==> config.mk <==
export PLATFORM = sky130hd
export DESIGN_NAME = json_string_unescape_utf8_top
export DESIGN_NICKNAME = d
export VERILOG_FILES = /design/src/hdl/jsu_pkg.sv /design/src/hdl/jsu_front.sv /design/src/hdl/jsu_cmd_fifo.sv /design/src/hdl/jsu_back.sv /design/src/hdl/json_string_unescape_utf8_top.sv
export SDC_FILE = /design/constraint.sdc
export NUM_CORES = 1
export LEC_CHECK = 0
export BUFFER_PORTS_ARGS = -buffer_cell sky130_fd_sc_hd__buf_2
export CELL_PAD_IN_SITES_DETAIL_PLACEMENT = 1
export CELL_PAD_IN_SITES_GLOBAL_PLACEMENT = 2
export CORE_UTILIZATION = 25
export DETAILED_ROUTE_END_ITERATION = 6
export GPL_ROUTABILITY_DRIVEN = 0
export PLACE_DENSITY = 0.55
export SYNTH_ARGS = -nofsm -noshare
export SYNTH_HDL_FRONTEND = slang
export SYNTH_SLANG_ARGS = --single-unit
export TNS_END_PERCENT = 50
==> constraint.sdc <==
create_clock -name clk_i -period 6.2 [get_ports clk_i]
set_input_delay 1.24 -clock clk_i [delete_from_list [all_inputs] [get_ports clk_i]]
set_output_delay 1.24 -clock clk_i [all_outputs]
set_load 0.01 [all_outputs]
==> src/hdl/jsu_pkg.sv <==
// ----------------------------------------------------------------------------
// jsu_pkg
// Shared types and constants of the JSON string unescaper.
// ----------------------------------------------------------------------------
package jsu_pkg;

  // Decoded length saturates here (never above 16 bits)
  localparam logic [31:0] MAX_LENGTH = 32'd65535;
  localparam logic [15:0] LEN_CAP    = (MAX_LENGTH > 32'd65535) ? 16'hFFFF
                                                                : MAX_LENGTH[15:0];

  // Default depth of the command queue between front and back end
  localparam int unsigned CMD_DEPTH = 4;

  typedef enum logic [2:0] {
    ST_DATA     = 3'd0,
    ST_DONE     = 3'd1,
    ST_BAD_HEX  = 3'd2,
    ST_BAD_SURR = 3'd3,
    ST_BAD_ESC  = 3'd4,
    ST_NO_QUOTE = 3'd5,
    ST_CTRL     = 3'd6
  } status_e;

  // One command: a code point to expand into nbm1+1 UTF-8 bytes, or a
  // single status result (done / error).
  typedef struct packed {
    status_e      status;
    logic [1:0]   nbm1;
    logic [20:0]  cp;
    logic [15:0]  len;
  } cmd_t;

  typedef struct packed {
    logic valid;
    cmd_t cmd;
  } push_t;

  typedef struct packed {
    logic empty;
    cmd_t cmd;
  } head_t;

endpackage

==> src/hdl/jsu_front.sv <==
// ----------------------------------------------------------------------------
// jsu_front
// Parses the raw byte stream: escapes, hex groups, surrogate pairs, and
// the running byte count. Emits one command per byte that gives results.
// ----------------------------------------------------------------------------
module jsu_front (
  input  logic          clk_i,
  input  logic          rst_ni,
  input  logic          in_valid_i,
  output logic          in_ready_o,
  input  logic [7:0]    in_byte_i,
  input  logic          in_start_i,
  input  logic          q_full_i,
  output jsu_pkg::push_t push_o
);
  import jsu_pkg::*;

  typedef enum logic [6:0] {
    M_IDLE = 7'b0000001,
    M_STR  = 7'b0000010,
    M_ESC  = 7'b0000100,
    M_HEX1 = 7'b0001000,
    M_SBS  = 7'b0010000,
    M_SU   = 7'b0100000,
    M_HEX2 = 7'b1000000
  } mode_e;

  localparam logic [7:0] CH_QUOTE  = 8'h22;
  localparam logic [7:0] CH_BSLASH = 8'h5C;
  localparam logic [7:0] CH_SLASH  = 8'h2F;
  localparam logic [7:0] CH_B      = 8'h62;
  localparam logic [7:0] CH_F      = 8'h66;
  localparam logic [7:0] CH_N      = 8'h6E;
  localparam logic [7:0] CH_R      = 8'h72;
  localparam logic [7:0] CH_T      = 8'h74;
  localparam logic [7:0] CH_U      = 8'h75;

  mode_e       mode_q, mode_d;
  logic [1:0]  hex_count_q, hex_count_d;
  logic [15:0] hex_accum_q, hex_accum_d;
  logic [15:0] high_half_q, high_half_d;
  logic [15:0] count_q, count_d;

  logic        accept;
  logic        hv_ok;
  logic [3:0]  hv;
  logic [15:0] acc_new;
  logic        hex_done;
  logic [20:0] pair_cp;
  logic [16:0] count_sum;
  push_t       push;

  function automatic logic [4:0] hex_val(logic [7:0] c);
    logic [7:0] t;
    t = '0;
    if (c >= 8'h30 && c <= 8'h39) begin
      t = c - 8'h30;
      return {1'b1, t[3:0]};
    end else if (c >= 8'h61 && c <= 8'h66) begin
      t = c - 8'h57;
      return {1'b1, t[3:0]};
    end else if (c >= 8'h41 && c <= 8'h46) begin
      t = c - 8'h37;
      return {1'b1, t[3:0]};
    end
    return 5'd0;
  endfunction

  function automatic logic [1:0] bmp_nbm1(logic [15:0] cp);
    if (cp <= 16'h007F) return 2'd0;
    if (cp <= 16'h07FF) return 2'd1;
    return 2'd2;
  endfunction

  assign accept     = in_valid_i && !q_full_i;
  assign in_ready_o = !q_full_i;

  assign {hv_ok, hv} = hex_val(in_byte_i);
  assign acc_new     = {hex_accum_q[11:0], hv};
  assign hex_done    = (hex_count_q == 2'd3);
  // {high[9:0], low[9:0]} + 0x10000
  assign pair_cp     = {1'b0, high_half_q[9:0], acc_new[9:0]} + 21'h10000;

  always_comb begin
    mode_d      = mode_q;
    hex_count_d = hex_count_q;
    hex_accum_d = hex_accum_q;
    high_half_d = high_half_q;
    push        = '0;
    push.cmd.status = ST_DATA;

    if (accept) begin
      if (in_start_i) begin
        mode_d      = (in_byte_i == CH_QUOTE) ? M_STR : M_IDLE;
        hex_count_d = '0;
        hex_accum_d = '0;
        high_half_d = '0;
      end else begin
        case (mode_q)
          M_STR: begin
            if (in_byte_i == CH_QUOTE) begin
              push.valid      = 1'b1;
              push.cmd.status = ST_DONE;
              push.cmd.len    = count_q;
              mode_d          = M_IDLE;
            end else if (in_byte_i == CH_BSLASH) begin
              mode_d = M_ESC;
            end else if (in_byte_i == 8'h00) begin
              push.valid      = 1'b1;
              push.cmd.status = ST_NO_QUOTE;
              mode_d          = M_IDLE;
            end else if (in_byte_i < 8'h20) begin
              push.valid      = 1'b1;
              push.cmd.status = ST_CTRL;
              mode_d          = M_IDLE;
            end else begin
              push.valid  = 1'b1;
              push.cmd.cp = {13'd0, in_byte_i};
            end
          end
          M_ESC: begin
            mode_d     = M_STR;
            push.valid = 1'b1;
            case (in_byte_i)
              CH_QUOTE, CH_BSLASH, CH_SLASH: push.cmd.cp = {13'd0, in_byte_i};
              CH_B: push.cmd.cp = 21'h08;
              CH_F: push.cmd.cp = 21'h0C;
              CH_N: push.cmd.cp = 21'h0A;
              CH_R: push.cmd.cp = 21'h0D;
              CH_T: push.cmd.cp = 21'h09;
              CH_U: begin
                push.valid  = 1'b0;
                mode_d      = M_HEX1;
                hex_count_d = '0;
                hex_accum_d = '0;
              end
              default: begin
                push.cmd.status = ST_BAD_ESC;
                mode_d          = M_IDLE;
              end
            endcase
          end
          M_HEX1, M_HEX2: begin
            if (!hv_ok) begin
              push.valid      = 1'b1;
              push.cmd.status = ST_BAD_HEX;
              mode_d          = M_IDLE;
            end else begin
              hex_accum_d = acc_new;
              hex_count_d = hex_count_q + 2'd1;
              if (hex_done) begin
                if (mode_q == M_HEX1) begin
                  if (acc_new >= 16'hD800 && acc_new <= 16'hDBFF) begin
                    high_half_d = acc_new;
                    mode_d      = M_SBS;
                  end else begin
                    push.valid    = 1'b1;
                    push.cmd.cp   = {5'd0, acc_new};
                    push.cmd.nbm1 = bmp_nbm1(acc_new);
                    mode_d        = M_STR;
                  end
                end else if (acc_new < 16'hDC00 || acc_new > 16'hDFFF) begin
                  push.valid      = 1'b1;
                  push.cmd.status = ST_BAD_SURR;
                  mode_d          = M_IDLE;
                end else begin
                  push.valid    = 1'b1;
                  push.cmd.cp   = pair_cp;
                  push.cmd.nbm1 = 2'd3;
                  mode_d        = M_STR;
                end
              end
            end
          end
          M_SBS: begin
            if (in_byte_i == CH_BSLASH) begin
              mode_d = M_SU;
            end else begin
              push.valid      = 1'b1;
              push.cmd.status = ST_BAD_SURR;
              mode_d          = M_IDLE;
            end
          end
          M_SU: begin
            if (in_byte_i == CH_U) begin
              mode_d      = M_HEX2;
              hex_count_d = '0;
              hex_accum_d = '0;
            end else begin
              push.valid      = 1'b1;
              push.cmd.status = ST_BAD_SURR;
              mode_d          = M_IDLE;
            end
          end
          M_IDLE: ;
          default: mode_d = M_IDLE;
        endcase
      end
    end
  end

  // Count grows by the UTF-8 length of each data command, saturating
  assign count_sum = {1'b0, count_q} + {15'd0, push.cmd.nbm1} + 17'd1;

  always_comb begin
    count_d = count_q;
    if (accept && in_start_i) begin
      count_d = '0;
    end else if (push.valid && push.cmd.status == ST_DATA) begin
      count_d = (count_sum > {1'b0, LEN_CAP}) ? LEN_CAP : count_sum[15:0];
    end
  end

  assign push_o = push;

  always_ff @(posedge clk_i or negedge rst_ni) begin
    if (!rst_ni) begin
      mode_q      <= M_IDLE;
      hex_count_q <= '0;
      hex_accum_q <= '0;
      high_half_q <= '0;
      count_q     <= '0;
    end else begin
      mode_q      <= mode_d;
      hex_count_q <= hex_count_d;
      hex_accum_q <= hex_accum_d;
      high_half_q <= high_half_d;
      count_q     <= count_d;
    end
  end

  a_push_on_accept: assert property (@(posedge clk_i) disable iff (!rst_ni)
    push_o.valid |-> (in_valid_i && !q_full_i))
    else $error("command pushed without an accepted byte");

  a_end_goes_idle: assert property (@(posedge clk_i) disable iff (!rst_ni)
    (push_o.valid && push_o.cmd.status != ST_DATA) |=> (mode_q == M_IDLE))
    else $error("string end or error did not return to idle");

  a_count_capped: assert property (@(posedge clk_i) disable iff (!rst_ni)
    count_q <= LEN_CAP)
    else $error("byte count above cap");

endmodule

==> src/hdl/jsu_cmd_fifo.sv <==
// ----------------------------------------------------------------------------
// jsu_cmd_fifo
// Small command queue between the parser and the UTF-8 byte serializer.
// ----------------------------------------------------------------------------
module jsu_cmd_fifo #(
  parameter int unsigned Depth = jsu_pkg::CMD_DEPTH
) (
  input  logic           clk_i,
  input  logic           rst_ni,
  input  jsu_pkg::push_t push_i,
  output logic           full_o,
  input  logic           pop_i,
  output jsu_pkg::head_t head_o
);
  import jsu_pkg::*;

  localparam int unsigned PtrW = (Depth > 1) ? $clog2(Depth) : 1;
  localparam int unsigned CntW = $clog2(Depth + 1);

  cmd_t            mem_q [Depth];
  logic [PtrW-1:0] wptr_q, rptr_q;
  logic [CntW-1:0] cnt_q, cnt_d;
  logic            do_push, do_pop;

  assign full_o       = (cnt_q == CntW'(Depth));
  assign head_o.empty = (cnt_q == '0);
  assign head_o.cmd   = mem_q[rptr_q];

  assign do_push = push_i.valid && !full_o;
  assign do_pop  = pop_i && !head_o.empty;

  always_comb begin
    cnt_d = cnt_q;
    if (do_push && !do_pop) cnt_d = cnt_q + CntW'(1);
    else if (!do_push && do_pop) cnt_d = cnt_q - CntW'(1);
  end

  always_ff @(posedge clk_i or negedge rst_ni) begin
    if (!rst_ni) begin
      wptr_q <= '0;
      rptr_q <= '0;
      cnt_q  <= '0;
    end else begin
      cnt_q <= cnt_d;
      if (do_push) wptr_q <= (wptr_q == PtrW'(Depth - 1)) ? '0 : wptr_q + PtrW'(1);
      if (do_pop)  rptr_q <= (rptr_q == PtrW'(Depth - 1)) ? '0 : rptr_q + PtrW'(1);
    end
  end

  always_ff @(posedge clk_i) begin
    if (do_push) mem_q[wptr_q] <= push_i.cmd;
  end

  a_no_overflow: assert property (@(posedge clk_i) disable iff (!rst_ni)
    !(push_i.valid && full_o))
    else $error("push into full command queue");

  a_no_underflow: assert property (@(posedge clk_i) disable iff (!rst_ni)
    !(pop_i && head_o.empty))
    else $error("pop from empty command queue");

  a_count_move: assert property (@(posedge clk_i) disable iff (!rst_ni)
    (do_push && !do_pop) |=> (cnt_q == $past(cnt_q) + CntW'(1)))
    else $error("queue count did not follow push");

endmodule

==> src/hdl/jsu_back.sv <==
// ----------------------------------------------------------------------------
// jsu_back
// Expands queued commands into result items, one UTF-8 byte per cycle while
// the output is not held by out_ready_i, into a registered output stage.
// ----------------------------------------------------------------------------
module jsu_back (
  input  logic            clk_i,
  input  logic            rst_ni,
  input  jsu_pkg::head_t  head_i,
  output logic            pop_o,
  output logic            out_valid_o,
  input  logic            out_ready_i,
  output logic [2:0]      status_o,
  output logic [7:0]      out_byte_o,
  output logic [15:0]     string_length_o,
  output logic            last_o
);
  import jsu_pkg::*;

  logic        valid_q, valid_d;
  logic [1:0]  idx_q, idx_d;
  logic [2:0]  status_q;
  logic [7:0]  byte_q;
  logic [15:0] len_q;
  logic        last_q;
  logic        load;
  logic        final_byte;
  logic [7:0]  data_byte;

  // idx counts from the lead byte; nbm1 = sequence length - 1
  function automatic logic [7:0] utf8_byte(logic [20:0] cp, logic [1:0] nbm1,
                                           logic [1:0] idx);
    logic [1:0] r;
    logic [5:0] six;
    logic [7:0] b;
    r = nbm1 - idx;
    case (r)
      2'd0:    six = cp[5:0];
      2'd1:    six = cp[11:6];
      2'd2:    six = cp[17:12];
      default: six = {3'b000, cp[20:18]};
    endcase
    if (nbm1 == 2'd0) begin
      b = cp[7:0];
    end else if (idx != 2'd0) begin
      b = {2'b10, six};
    end else begin
      case (nbm1)
        2'd1:    b = {3'b110, six[4:0]};
        2'd2:    b = {4'b1110, six[3:0]};
        default: b = {5'b11110, six[2:0]};
      endcase
    end
    return b;
  endfunction

  assign load       = !head_i.empty && (!valid_q || out_ready_i);
  assign final_byte = (idx_q == head_i.cmd.nbm1);
  assign pop_o      = load && final_byte;
  assign data_byte  = utf8_byte(head_i.cmd.cp, head_i.cmd.nbm1, idx_q);

  always_comb begin
    idx_d   = idx_q;
    valid_d = valid_q;
    if (load) begin
      idx_d   = final_byte ? 2'd0 : idx_q + 2'd1;
      valid_d = 1'b1;
    end else if (out_ready_i) begin
      valid_d = 1'b0;
    end
  end

  always_ff @(posedge clk_i or negedge rst_ni) begin
    if (!rst_ni) begin
      valid_q <= 1'b0;
      idx_q   <= '0;
    end else begin
      valid_q <= valid_d;
      idx_q   <= idx_d;
    end
  end

  always_ff @(posedge clk_i) begin
    if (load) begin
      status_q <= head_i.cmd.status;
      byte_q   <= (head_i.cmd.status == ST_DATA) ? data_byte : 8'd0;
      len_q    <= head_i.cmd.len;
      last_q   <= final_byte;
    end
  end

  assign out_valid_o     = valid_q;
  assign status_o        = status_q;
  assign out_byte_o      = byte_q;
  assign string_length_o = len_q;
  assign last_o          = last_q;

  a_idx_has_cmd: assert property (@(posedge clk_i) disable iff (!rst_ni)
    (idx_q != 2'd0) |-> (!head_i.empty && idx_q <= head_i.cmd.nbm1))
    else $error("byte index without a matching command");

  a_status_single: assert property (@(posedge clk_i) disable iff (!rst_ni)
    (valid_q && status_q != ST_DATA) |-> (last_q && byte_q == 8'd0))
    else $error("status result not single and clean");

  a_multi_cont: assert property (@(posedge clk_i) disable iff (!rst_ni)
    (load && idx_q != 2'd0) |=> (byte_q[7:6] == 2'b10))
    else $error("continuation byte malformed");

endmodule

==> src/hdl/json_string_unescape_utf8_top.sv <==
// ----------------------------------------------------------------------------
// json_string_unescape_utf8_top
// JSON string literal unescaper with UTF-8 output.
// ----------------------------------------------------------------------------
// Takes one raw byte per cycle (tuser marks the opening quote of a new
// string) and returns decoded bytes, a done result with the byte length, or
// an error result. The parser accepts a byte every cycle while its command
// queue (CmdDepth entries) has room; the serializer behind it drives one
// result per cycle unless m_axis_tready stalls it, so a \u escape (or pair)
// that becomes two to four UTF-8 bytes takes one result per byte and the
// queue absorbs the burst. A byte passes the queue and the output register
// before its first result. s_axis_tready drops only when the queue is full.
module json_string_unescape_utf8_top #(
  parameter int unsigned CmdDepth = jsu_pkg::CMD_DEPTH
) (
  input  logic        clk_i,
  input  logic        rst_ni,
  input  logic        s_axis_tvalid,
  output logic        s_axis_tready,
  input  logic [7:0]  s_axis_tdata,   // [7:0] in_byte
  input  logic        s_axis_tuser,   // [0] string_start
  output logic        m_axis_tvalid,
  input  logic        m_axis_tready,
  output logic [31:0] m_axis_tdata,   // [2:0] status, [10:3] out_byte,
                                      // [26:11] string_length, rest zero
  output logic        m_axis_tlast
);
  import jsu_pkg::*;

  push_t       push;
  head_t       head;
  logic        q_full;
  logic        pop;
  logic [2:0]  status;
  logic [7:0]  out_byte;
  logic [15:0] str_len;

  jsu_front u_front (
    .clk_i      (clk_i),
    .rst_ni     (rst_ni),
    .in_valid_i (s_axis_tvalid),
    .in_ready_o (s_axis_tready),
    .in_byte_i  (s_axis_tdata),
    .in_start_i (s_axis_tuser),
    .q_full_i   (q_full),
    .push_o     (push)
  );

  jsu_cmd_fifo #(
    .Depth (CmdDepth)
  ) u_fifo (
    .clk_i  (clk_i),
    .rst_ni (rst_ni),
    .push_i (push),
    .full_o (q_full),
    .pop_i  (pop),
    .head_o (head)
  );

  jsu_back u_back (
    .clk_i           (clk_i),
    .rst_ni          (rst_ni),
    .head_i          (head),
    .pop_o           (pop),
    .out_valid_o     (m_axis_tvalid),
    .out_ready_i     (m_axis_tready),
    .status_o        (status),
    .out_byte_o      (out_byte),
    .string_length_o (str_len),
    .last_o          (m_axis_tlast)
  );

  assign m_axis_tdata = {5'd0, str_len, out_byte, status};

endmodule
### After elaboration in Yosys (flattened, before gate mapping)

Memory sizes are Yosys's and may differ from the RTL's.
Cells that the tools add are included.
W data, S select, Z words.

* bits in registers: 85
* bits in writable memories: 168
* output and inout bits: 35
* logic and storage cells: 219
* memories kept: 1

Memory list
* u_fifo.mem_q: depth 4, width 42, rd ports 1, clocked after Yosys merged registers in 0, write ports 1, RTL line jsu_cmd_fifo.sv:20 `cmd_t mem_q [Depth];`

* add/subtract/negate cells: 13
* magnitude comparators: 14
* equality and inequality tests: 30
* mux-type cells: 103
* reductions and logical operators: 44

Operators by type and width (count)
* $mux W23: 4
* $mux W43: 2
* $mux W16: 5
* $mux W21: 3
* $mux W7: 9
* $pmux W21 S3: 1
* $mux W10: 6
* $eq A8 B7 Y1 const B: 7
* $pmux W8 S6: 1
* $pmux W7 S6: 1
* $mux W12: 3
* $mux W2: 14
* $mux W1: 27
* $mux W27: 1
* $mux W5: 5
* $mux W8: 3
* $pmux W12 S2: 1
* $add A20 B17 Y21 const B: 1
* $mux W4: 5
* $pmux W4 S5: 1
* $mux W3: 6
* $pmux W6 S3: 1
* $reduce_bool A2 Y1: 9
* $add A16 B2 Y17: 1
* other kinds (53): 87

### Depth between registers and ports, before layout

Gate-level depths: netlist of the first run.

* depth after elaboration: 38
* depth in mapped cells: 18
* mapped depth without buffers: 16

### Cells and area by module

From an unflattened synthesis of the first run, not the netlist that was laid out.

* cell total of the unflattened synthesis: 841
* area, all modules: 11722.5 µm²

By module, submodules not included
* jsu_cmd_fifo: instances 1, cells an instance 257, area each 6493.7 µm²
* jsu_front: instances 1, cells an instance 454, area each 3672.3 µm²
* jsu_back: instances 1, cells an instance 124, area each 1515.2 µm²
* json_string_unescape_utf8_top: instances 1, cells an instance 6, area each 41.3 µm²

### Least setup slack after synthesis of the first run

OpenSTA, ideal clock, no wires.

* path type: input -> register
* from: input s_axis_tdata[7]
* to: register u_front.count_q[3]
* arrival time: 4594 ps
* required time: 6113 ps
* slack: 1519 ps
* stages: 14
* cells stage by stage: or3b_1 a211oi_4 o211ai_1 nor3_1 buf_2 nor3b_1 fa_1 nand2_1 nor3_2 and3_1 buf_1 nor3b_1 and3_1 nor3_1

RTL lines
* start, declared: RTL line json_string_unescape_utf8_top.sv:20 `input logic [7:0] s_axis_tdata,`
* end signal, assigned: RTL line jsu_front.sv:228 `count_q <= count_d;`
* end, declared: RTL line jsu_front.sv:42 `logic [15:0] count_q, count_d;`

==> metrics.cfg, run 1 <==
[drt]
wl_per_cell_um=20.3
drtPass1Iterations=4
routed_via_density=4.68
drt-initial-drc-count=347
wl_um=29900
via_count=6890
antenna_left=0
drc=0

[floorplan]
die-area_mm2=0.0470
die_h_um=217
start_util=0.254
die_x_um=217
fp.coreArea_mm2=0.0454
io_pins=48
row_count=78

[synth]
synth_top_area_frac=0.511
synth_seq_area_share=0.635
async_flop_share=0.225
ys_types=82
yosysTopAreaCell=edfxtp_1
synth.area.top_cells=edfxtp_1 51%, dfrtp_1 12%, mux4_2 8.2%
ys_ff_latch=253
synth-edff-count=196
synth_flop_cell=edfxtp_1
synth.avg_cell_area_um2=14.4
yosys_warnings=0
syn_inst=800
netlist_area_mm2=0.0115

[power_and_ir_drop]
switchingPower_mw=1.28
p_total_mw=4.70
intPower_mw=3.43
pwr-share-clk=0.384
ir_worst_vdd_v=0.000193
powerDensity_mw_per_mm2=351
sequentialPowerShare=0.418
combPwrFrac=0.198
leakage_nw=4.82
swShare=0.271

[worst_setup_path]
critical_path.cell_chain=buf_2 > inv_1 > ha_1 > o21bai_1 > a211oi_4 > o211ai_1 > nor3_1 > nor3b_1 > fa_1 > nand2_1 > nor3_2 > nand3_1 > o21ai_0 > a31oi_1 > a211oi_2
path_buf_inv=2
critPathKind=in2reg
end_kind=register
cp-start-kind=input port
crit_required_ns=6.66
crit_family=simple AND/OR/NAND/NOR gates
cpMaxStageDelayCell=nor3b_1
path_max_fanout=10
cp_data_arrival_time_ns=5.47
max_stage_delay_ns=0.72

[sta]
fin_setup_tns_ns=0
worst_slew_pin_slew_ns=1.07
maxSlewViolCount=0
min_period_over_period=0.809
rsz0062_at_grt=no
period_needed_ns=5.01
setup_viol=0
fin_skew_ns=0.0129
slew_headroom=0.282
timing_hold_violations_final=0
max_freq_ghz=0.199

[clock_tree]
htree_num_levels=1
clk_pin_slew_worst_paths_ns=0.07
clkSinkCount=253
cts_tree=done
cts_made_buffers=30
cts.repair.resized=0
cts-hold-fix-buffers=0
cts-root-buf=clkbuf_16
postCtsSetupBuffers=0
worst_skew_pair.late_latency_ns=0.56
clock_path_buffers=3

[layout]
synthToLayoutAreaGrowth_pct=16.3
final.fill_count=4800
antenna_cells=0
layout-drive-gt1-share=0.201
nets=884

[global_route]
grt_max_degree=58
grt_antenna_before_repair=0
grt_pass1_vias=7511
grt_pass1_wl_um=47100
grtUsageTotal=0.130
overflow=0

[min_path]
min_path_type=reg2reg

[flow_run]
maxCapViolations=0

[place]
hpwl_um=19300
numPortBuffers=42

[outcome]
status=completed

==> cells in the mapped netlist (5+ instances only) <==
cell,count
edfxtp_1,196
nand2_1,60
dfrtp_1,56
mux4_2,42
nor2_1,42
inv_1,29
a21oi_1,26
o21ai_0,26
and2_1,21
and3_1,21
ha_1,21
nand3_1,21
a22o_1,19
nor3_1,16
clkbuf_1,15
buf_2,13
a31oi_1,11
a211oi_2,8
nand2b_1,8
nor2b_1,7
nor3b_1,7
o21ai_1,7
xnor2_1,7
buf_4,6
mux2i_1,6
nor4_1,6
or3_1,6
a22oi_1,5
nor4b_1,5
o22ai_1,5
==> cells by family after synthesis <==
logic type                 after synthesis  share of synthesized area
adders and majority gates               23                     0.0263
xor gates and xnor gates                10                    0.00760
DFF                                    253                      0.635
and+or+nand+nor                        250                      0.123
buffers and inverters                   70                     0.0289
AOI/OAI and AO/OA                      140                     0.0875
other                                    1                   0.000325
muxes                                   53                     0.0922
==> cell usage in the layout (no fill, tap or decap), types with 7 or more instances in the layout <==
cell type  netlist  routed
nor3_1          16      16
xnor2_1          7       7
a31oi_1         11      11
a211oi_2         8       8
ha_1            21      21
nand2b_1         8       8
nand2_1         60      60
a22o_1          19      19
nand3_1         21      21
and2_1          21      21
clkbuf_8         0       7
dfrtp_1         56      54
nor2b_1          7       7
buf_4            6      11
mux4_2          42      42
buf_2           13      42
clkbuf_16        0      31
a21oi_1         26      25
nor2_1          42      42
o21ai_0         26      26
o21ai_1          7       7
inv_1           29      29
edfxtp_1       196     196
and3_1          21      17
nor3b_1          7       7
==> routing by layer <==
| metal | GRT usage | vias to the layer above | share of wire |
|---|---|---|---|
| li1 | - | 3200 | - |
| met1 | 0.189 | 3585 | 0.50 |
| met2 | 0.206 | 75 | 0.46 |
| met3 | 0.0175 | 30 | 0.028 |
| met4 | 0.0317 | 0 | 0.015 |
| met5 | 0 | - | 0 |
==> registers in the layout, summed over array words and instances, names as in the netlist <==
register / count
u_fifo.mem_q: 168
u_back.string_length_o: 16
u_front.count_q: 16
u_front.hex_accum_q: 12
u_front.high_half_q: 10
u_back.out_byte_o: 8
u_front.mode_q: 7
u_back.status_o: 3
u_fifo.cnt_q: 3
u_back.idx_q: 2
u_fifo.rptr_q: 2
u_fifo.wptr_q: 2
u_front.hex_count_q: 2
u_back.last_o: 1
u_back.out_valid_o: 1
==> worst register-to-register path, delay by kind of cell (launching register included) <==
family	cells	cell delay (ns)
compound gates	3	0.53
fa+ha+maj	1	0.36
flops	1	0.48
simple gates	8	3.37
==> power groups by stage <==
stage / logic (mW) / registers [mW] / clock network, mW
floorplan: 0.630 / 2.04 / 0
global placement: 0.963 / 2.00 / 0
detailed placement: 0.971 / 2.01 / 0
CTS: 0.973 / 1.97 / 1.86
global route: 1.04 / 1.98 / 1.92
finish: 0.932 / 1.97 / 1.80
==> layout make-up <==
type                            count  area [µm²]  area share
Sequential cell                   253        7320       0.546
Multi-Input combinational cell    481        3910       0.292
Clock buffer                       42         887      0.0662
Tap cell                          600         751      0.0560
Timing Repair Buffer               53         293      0.0218
Clock inverter                     14         141      0.0105
Inverter                           29         109     0.00812
==> final timing paths <==
check                                                endpoint  slack (ns)  depth (start not counted)                          start
hold / removal                    u_fifo.cnt_q[2]$_DFFE_PN0P_        0.49                          1    u_fifo.cnt_q[2]$_DFFE_PN0P_
setup reg to reg               u_front.count_q[5]$_DFFE_PN0P_        1.36                         12  u_front.mode_q[1]$_DFFE_PN0P_
setup / recovery               u_front.count_q[5]$_DFFE_PN0P_        1.19                         15                s_axis_tdata[0]
min in group asynchronous  u_front.hex_accum_q[2]$_DFFE_PN0P_        0.89                          2                         rst_ni
hold reg to reg                   u_fifo.cnt_q[2]$_DFFE_PN0P_        0.49                          1    u_fifo.cnt_q[2]$_DFFE_PN0P_
max in group asynchronous        u_fifo.rptr_q[0]$_DFFE_PN0P_        4.70                          2                         rst_ni
==> through the flow <==
step           setup slack [ns]  instances  utilization  hold WS [ns]  instance area, µm²
6_report                   1.19       1472        0.295         0.486               13400
5_1_grt                   0.706       1472        0.295         0.525               13400
4_1_cts                    1.22       1472        0.295         0.488               13400
3_5_place_dp              0.668       1416        0.273         0.480               12400
3_3_place_gp              0.827       1416        0.273         0.473               12400
2_1_floorplan              1.52        804            -         0.449               11500
Note: power is estimated with default switching activity, not from simulation.
==> inputs of run 2 (changes only) <==
--- a/config.mk
+++ b/config.mk
@@ -11,7 +11,7 @@
 export CORE_UTILIZATION = 25
 export DETAILED_ROUTE_END_ITERATION = 6
 export GPL_ROUTABILITY_DRIVEN = 0
-export PLACE_DENSITY = 0.55
+export PLACE_DENSITY = 0.57
 export SYNTH_ARGS = -nofsm -noshare
 export SYNTH_HDL_FRONTEND = slang
 export SYNTH_SLANG_ARGS = --single-unit
==> constraint.sdc (replaced) <==
create_clock -name clk_i -period 4.43 [get_ports clk_i]
set_input_delay 0.886 -clock clk_i [delete_from_list [all_inputs] [get_ports clk_i]]
set_output_delay 0.886 -clock clk_i [all_outputs]
set_load 0.01 [all_outputs]
==> metrics.cfg, run 2 (synthesized netlist as in run 1, its figures left out) <==
[drt]
drtPass1Iterations=4
antenna_left=0
drt-initial-drc-count=400
drc=0
wl_per_cell_um=19.8
routed_via_density=4.64
wl_um=29700
via_count=6956

[layout]
antenna_cells=0
layout-drive-gt1-share=0.227
layout.cells.non_filler=1498
final_cell_mix=196 x edfxtp_1, 60 x nand2_1, 54 x dfrtp_1
synthToLayoutAreaGrowth_pct=18.2
utilization=0.300
layout_commonest_cell=edfxtp_1
top_register=u_fifo.mem_q
largest_register_ffs=168
nets=911

[worst_setup_path]
timing.rr.end=u_front.count_q[7]$_DFFE_PN0P_
critical_path.cell_chain=or4_4 > or4_1 > nor3_1 > o41ai_1 > nand2_1 > nand2_1 > ha_1 > inv_1 > fa_1 > nand2_1 > nor3_2 > nand3_1 > and3_1 > a211oi_2
end_kind=register
cpMaxStageDelayCell=or4_4
reg2reg_from=u_front.mode_q[4]$_DFFE_PN0P_
crit_required_ns=4.90
cp-start-kind=register
worstRegToRegCells=14
max_stage_delay_ns=0.52
path_max_fanout=8
cp_data_arrival_time_ns=4.30
critical_path.most_common_cell=nand2_1
critPathKind=reg2reg
r2r_slack_ns=0.60

[floorplan]
die_h_um=217
die_x_um=217
fp.coreArea_mm2=0.0454
die-area_mm2=0.0470
io_pins=48
row_count=78
start_util=0.254

[sta]
period_needed_ns=3.83
holdWs_ns=0.492
fin_ws_ns=0.601
worst_slew_pin_slew_ns=1.06
fin_skew_ns=0.0192
slew_headroom=0.296
fin_setup_tns_ns=0
rsz0062_at_grt=no
timing_hold_violations_final=0
min_period_over_period=0.864
maxSlewViolCount=0
max_freq_ghz=0.261
setup_viol=0

[clock_tree]
clock_path_buffers=3
cts-hold-fix-buffers=0
postCtsSetupBuffers=0
cts-root-buf=clkbuf_16
worst_skew_pair.late_latency_ns=0.56
cts.repair.resized=0
htree_num_levels=1
clkSinkCount=253
clk_pin_slew_worst_paths_ns=0.06
cts_made_buffers=29
cts_tree=done

[place]
dp.cells=1444
hpwl_um=20300
numPortBuffers=42
pre_cts_ws_ns=0.226

[global_route]
grt_pass1_wl_um=46300
grt_antenna_before_repair=0
grtUsageTotal=0.128
grt_max_degree=44
overflow=0
grt_pass1_vias=7414

[min_path]
min_path_type=reg2reg
hold_end=u_fifo.cnt_q[2]$_DFFE_PN0P_
worstHoldStart=u_fifo.cnt_q[2]$_DFFE_PN0P_
hold-path-cell-count=1

[flow_run]
maxCapViolations=0

[power_and_ir_drop]
powerDensity_mw_per_mm2=485
ir_worst_vdd_v=0.000284
leakage_nw=4.95

[outcome]
status=completed

-- run 2: worst max path at each step --
| stage | startpoint | to | slack (ns) | depth (start not counted) |
|---|---|---|---|---|
| finish | u_front.mode_q[4]$_DFFE_PN0P_ | u_front.count_q[7]$_DFFE_PN0P_ | 0.60 | 14 |
| global route | u_front.mode_q[4]$_DFFE_PN0P_ | u_front.count_q[7]$_DFFE_PN0P_ | 0.31 | 14 |
| CTS | u_front.mode_q[4]$_DFFE_PN0P_ | u_front.count_q[7]$_DFFE_PN0P_ | 0.56 | 14 |
| detailed placement | s_axis_tdata[7] | u_front.count_q[7]$_DFFE_PN0P_ | 0.23 | 14 |
| global placement | s_axis_tdata[0] | u_front.count_q[7]$_DFFE_PN0P_ | 0.25 | 15 |
| floorplan | s_axis_tdata[7] | u_front.count_q[3]$_DFFE_PN0P_ | 0.10 | 14 |
-- run 2: final cells by class --
cell class / instances / area [µm²]
clock buffers: 38 / 800
clock inverters: 16 / 223
fillers: 4817 / 31800
inverters: 29 / 109
multi-input cells: 481 / 3910
flip-flops and latches: 253 / 7320
well taps: 600 / 751
repair buffers: 81 / 515
-- run 2: routing by layer --
layer  vias up  global-route usage  share of wire
li1       3238                   -              -
met1      3575               0.183           0.49
met5         -                   0              0
met4         0              0.0322          0.016
met2       110               0.201           0.45
met3        33              0.0213          0.039
-- run 2: power breakdown --
group          switching, mW  total [mW]  leakage [nW]  internal [mW]
logic                  0.754        1.30          1.79          0.546
clock network          0.986        2.55         0.495           1.56
registers             0.0594        2.76          2.67           2.70
-- run 2: stage by stage --
stage	power, mW	cell area (µm²)
2_1_floorplan	3.73	11500
3_3_place_gp	4.15	12600
3_5_place_dp	4.17	12600
4_1_cts	6.76	13600
5_1_grt	6.95	13600
6_report	6.61	13600
-- run 2: worst max-delay path: cells and delay by family (launching register included) --
kind            cells  cell delay [ns]
simple gates        9             2.43
flops               1             0.49
buf+inv             1             0.07
compound gates      2             0.32
fa+ha+maj           2             0.44
==> inputs of run 3 (changes only) <==
--- a/config.mk
+++ b/config.mk
@@ -5,7 +5,7 @@
 export SDC_FILE = /design/constraint.sdc
 export NUM_CORES = 1
 export LEC_CHECK = 0
-export BUFFER_PORTS_ARGS = -buffer_cell sky130_fd_sc_hd__buf_2
+export BUFFER_PORTS_ARGS = -buffer_cell sky130_fd_sc_hd__clkbuf_2
 export CELL_PAD_IN_SITES_DETAIL_PLACEMENT = 1
 export CELL_PAD_IN_SITES_GLOBAL_PLACEMENT = 2
 export CORE_UTILIZATION = 25
==> metrics.cfg, run 3 (synthesized netlist as in run 1, its figures left out) <==
[outcome]
status=completed

[global_route]
grt_antenna_before_repair=0
overflow=0
grt_pass1_wl_um=47000
use_met3=0.0166
grt_max_degree=44
grt_use_met1=0.185
grt_pass1_vias=7732
top_usage_layer=met2
grt_util_met2=0.206
grtUsageTotal=0.130

[layout]
layout-drive-gt1-share=0.223
synthToLayoutAreaGrowth_pct=17.4
antenna_cells=0
layout_commonest_cell=edfxtp_1
final_cell_mix=196 x edfxtp_1, 60 x nand2_1, 54 x dfrtp_1, 42 x nor2_1, 42 x mux4_2
layout.cells.non_filler=1495
largest_register_ffs=168
final.fill_count=4851
nets=908
top_register=u_fifo.mem_q

[clock_tree]
clk_pin_slew_worst_paths_ns=0.06
worst_skew_pair.late_latency_ns=0.56
cts.repair.resized=0
clkSinkCount=253
htree_num_levels=1
cts_tree=done
cts-hold-fix-buffers=0
clock_path_buffers=3
postCtsSetupBuffers=0
cts-root-buf=clkbuf_16
cts_made_buffers=29

[worst_setup_path]
worstRegToRegCells=15
end_kind=register
cp-startpoint=u_front.mode_q[4]$_DFFE_PN0P_
critPathKind=reg2reg
reg2reg_from=u_front.mode_q[4]$_DFFE_PN0P_
cp-start-kind=register
cp_data_arrival_time_ns=4.30
crit_required_ns=4.90
path_max_fanout=8
r2r_slack_ns=0.60
timing.rr.end=u_front.count_q[5]$_DFFE_PN0P_

[sta]
fin_setup_tns_ns=0
rsz0062_at_grt=no
slew_headroom=0.404
fin_ws_ns=0.603
holdWs_ns=0.359
worst_slew_pin_slew_ns=0.893
period_needed_ns=3.83
maxSlewViolCount=0
setup_viol=0
timing_hold_violations_final=0
max_freq_ghz=0.261
min_period_over_period=0.864
fin_skew_ns=0.0222

[drt]
routed_via_density=4.64
drc=0
wl_per_cell_um=19.9
drtPass1Iterations=4
antenna_left=0
wl_um=29800
via_count=6932
drt-initial-drc-count=352

[power_and_ir_drop]
ir_worst_vdd_v=0.000342
leakage_nw=4.90
intPower_mw=4.64
p_total_mw=6.44
pwr-share-clk=0.368
powerDensity_mw_per_mm2=476
sequentialPowerShare=0.429
swShare=0.281
combPwrFrac=0.204
switchingPower_mw=1.81

[floorplan]
die-area_mm2=0.0470
row_count=78
fp.coreArea_mm2=0.0454
io_pins=48
die_x_um=217
die_h_um=217
start_util=0.254

[place]
hpwl_um=20300
numPortBuffers=42
dp.cells=1441
pre_cts_ws_ns=0.250

[min_path]
min_path_type=in2async

[flow_run]
maxCapViolations=0

==> run 3: cell types whose count changed in the layout (fill, tap and decap cells not counted), sizes merged <==
| cell | previous run | this run |
|---|---|---|
| buf | 81 | 37 |
| bufinv | 5 | 3 |
| clkbuf | 38 | 75 |
| clkinv | 7 | 11 |
| clkinvlp | 2 | 3 |
| inv | 31 | 32 |
==> run 3: per-layer routing <==
metal,part of all wire,up-vias
met2,0.45,102
met5,0,-
met1,0.49,3546
li1,-,3240
met3,0.033,44
met4,0.022,0
==> run 3: cell type report <==
| cell class | count | area [µm²] | share of cell area |
|---|---|---|---|
| clock inverter | 20 | 200 | 0.0148 |
| multi-input combinational | 481 | 3910 | 0.289 |
| inverter | 29 | 109 | 0.00804 |
| timing repair buffer | 78 | 505 | 0.0373 |
| clock buffer | 34 | 744 | 0.0550 |
| tap | 600 | 751 | 0.0555 |
| sequential | 253 | 7320 | 0.540 |
==> run 3: stage by stage <==
stage                util  instance area, µm²
floorplan               -               11500
global placement    0.277               12600
detailed placement  0.277               12600
CTS                 0.298               13500
global route        0.298               13500
finish              0.298               13500
==> run 3: worst max path at each step <==
stage	slack, ns	depth (start not counted)	end
global route	0.35	15	u_front.count_q[12]$_DFFE_PN0P_
CTS	0.57	15	u_front.count_q[5]$_DFFE_PN0P_
global placement	0.28	12	u_fifo.cnt_q[1]$_DFFE_PN0P_
floorplan	0.10	14	u_front.count_q[3]$_DFFE_PN0P_
finish	0.60	15	u_front.count_q[5]$_DFFE_PN0P_
detailed placement	0.25	12	u_fifo.cnt_q[1]$_DFFE_PN0P_
==> run 3: power groups by stage <==
| stage | clock network (mW) | logic [mW] | registers, mW |
|---|---|---|---|
| after floorplan | 0 | 0.881 | 2.85 |
| after global placement | 0 | 1.35 | 2.82 |
| after detailed placement | 0 | 1.35 | 2.82 |
| after CTS | 2.45 | 1.36 | 2.77 |
| after global routing | 2.52 | 1.45 | 2.78 |
| final | 2.37 | 1.31 | 2.76 |
==> run 3: critical path: stages (launching register included) <==
cell	delay, ns
dfrtp_1	0.49
or4_4	0.51
or4_1	0.49
nor3_1	0.32
o41ai_1	0.17
nand2_1	0.09
nand2_1	0.08
ha_1	0.23
inv_1	0.07
fa_1	0.20
nand2_1	0.09
nor3_2	0.17
nand3_1	0.31
o21ai_0	0.20
a31oi_1	0.12
a211oi_2	0.21
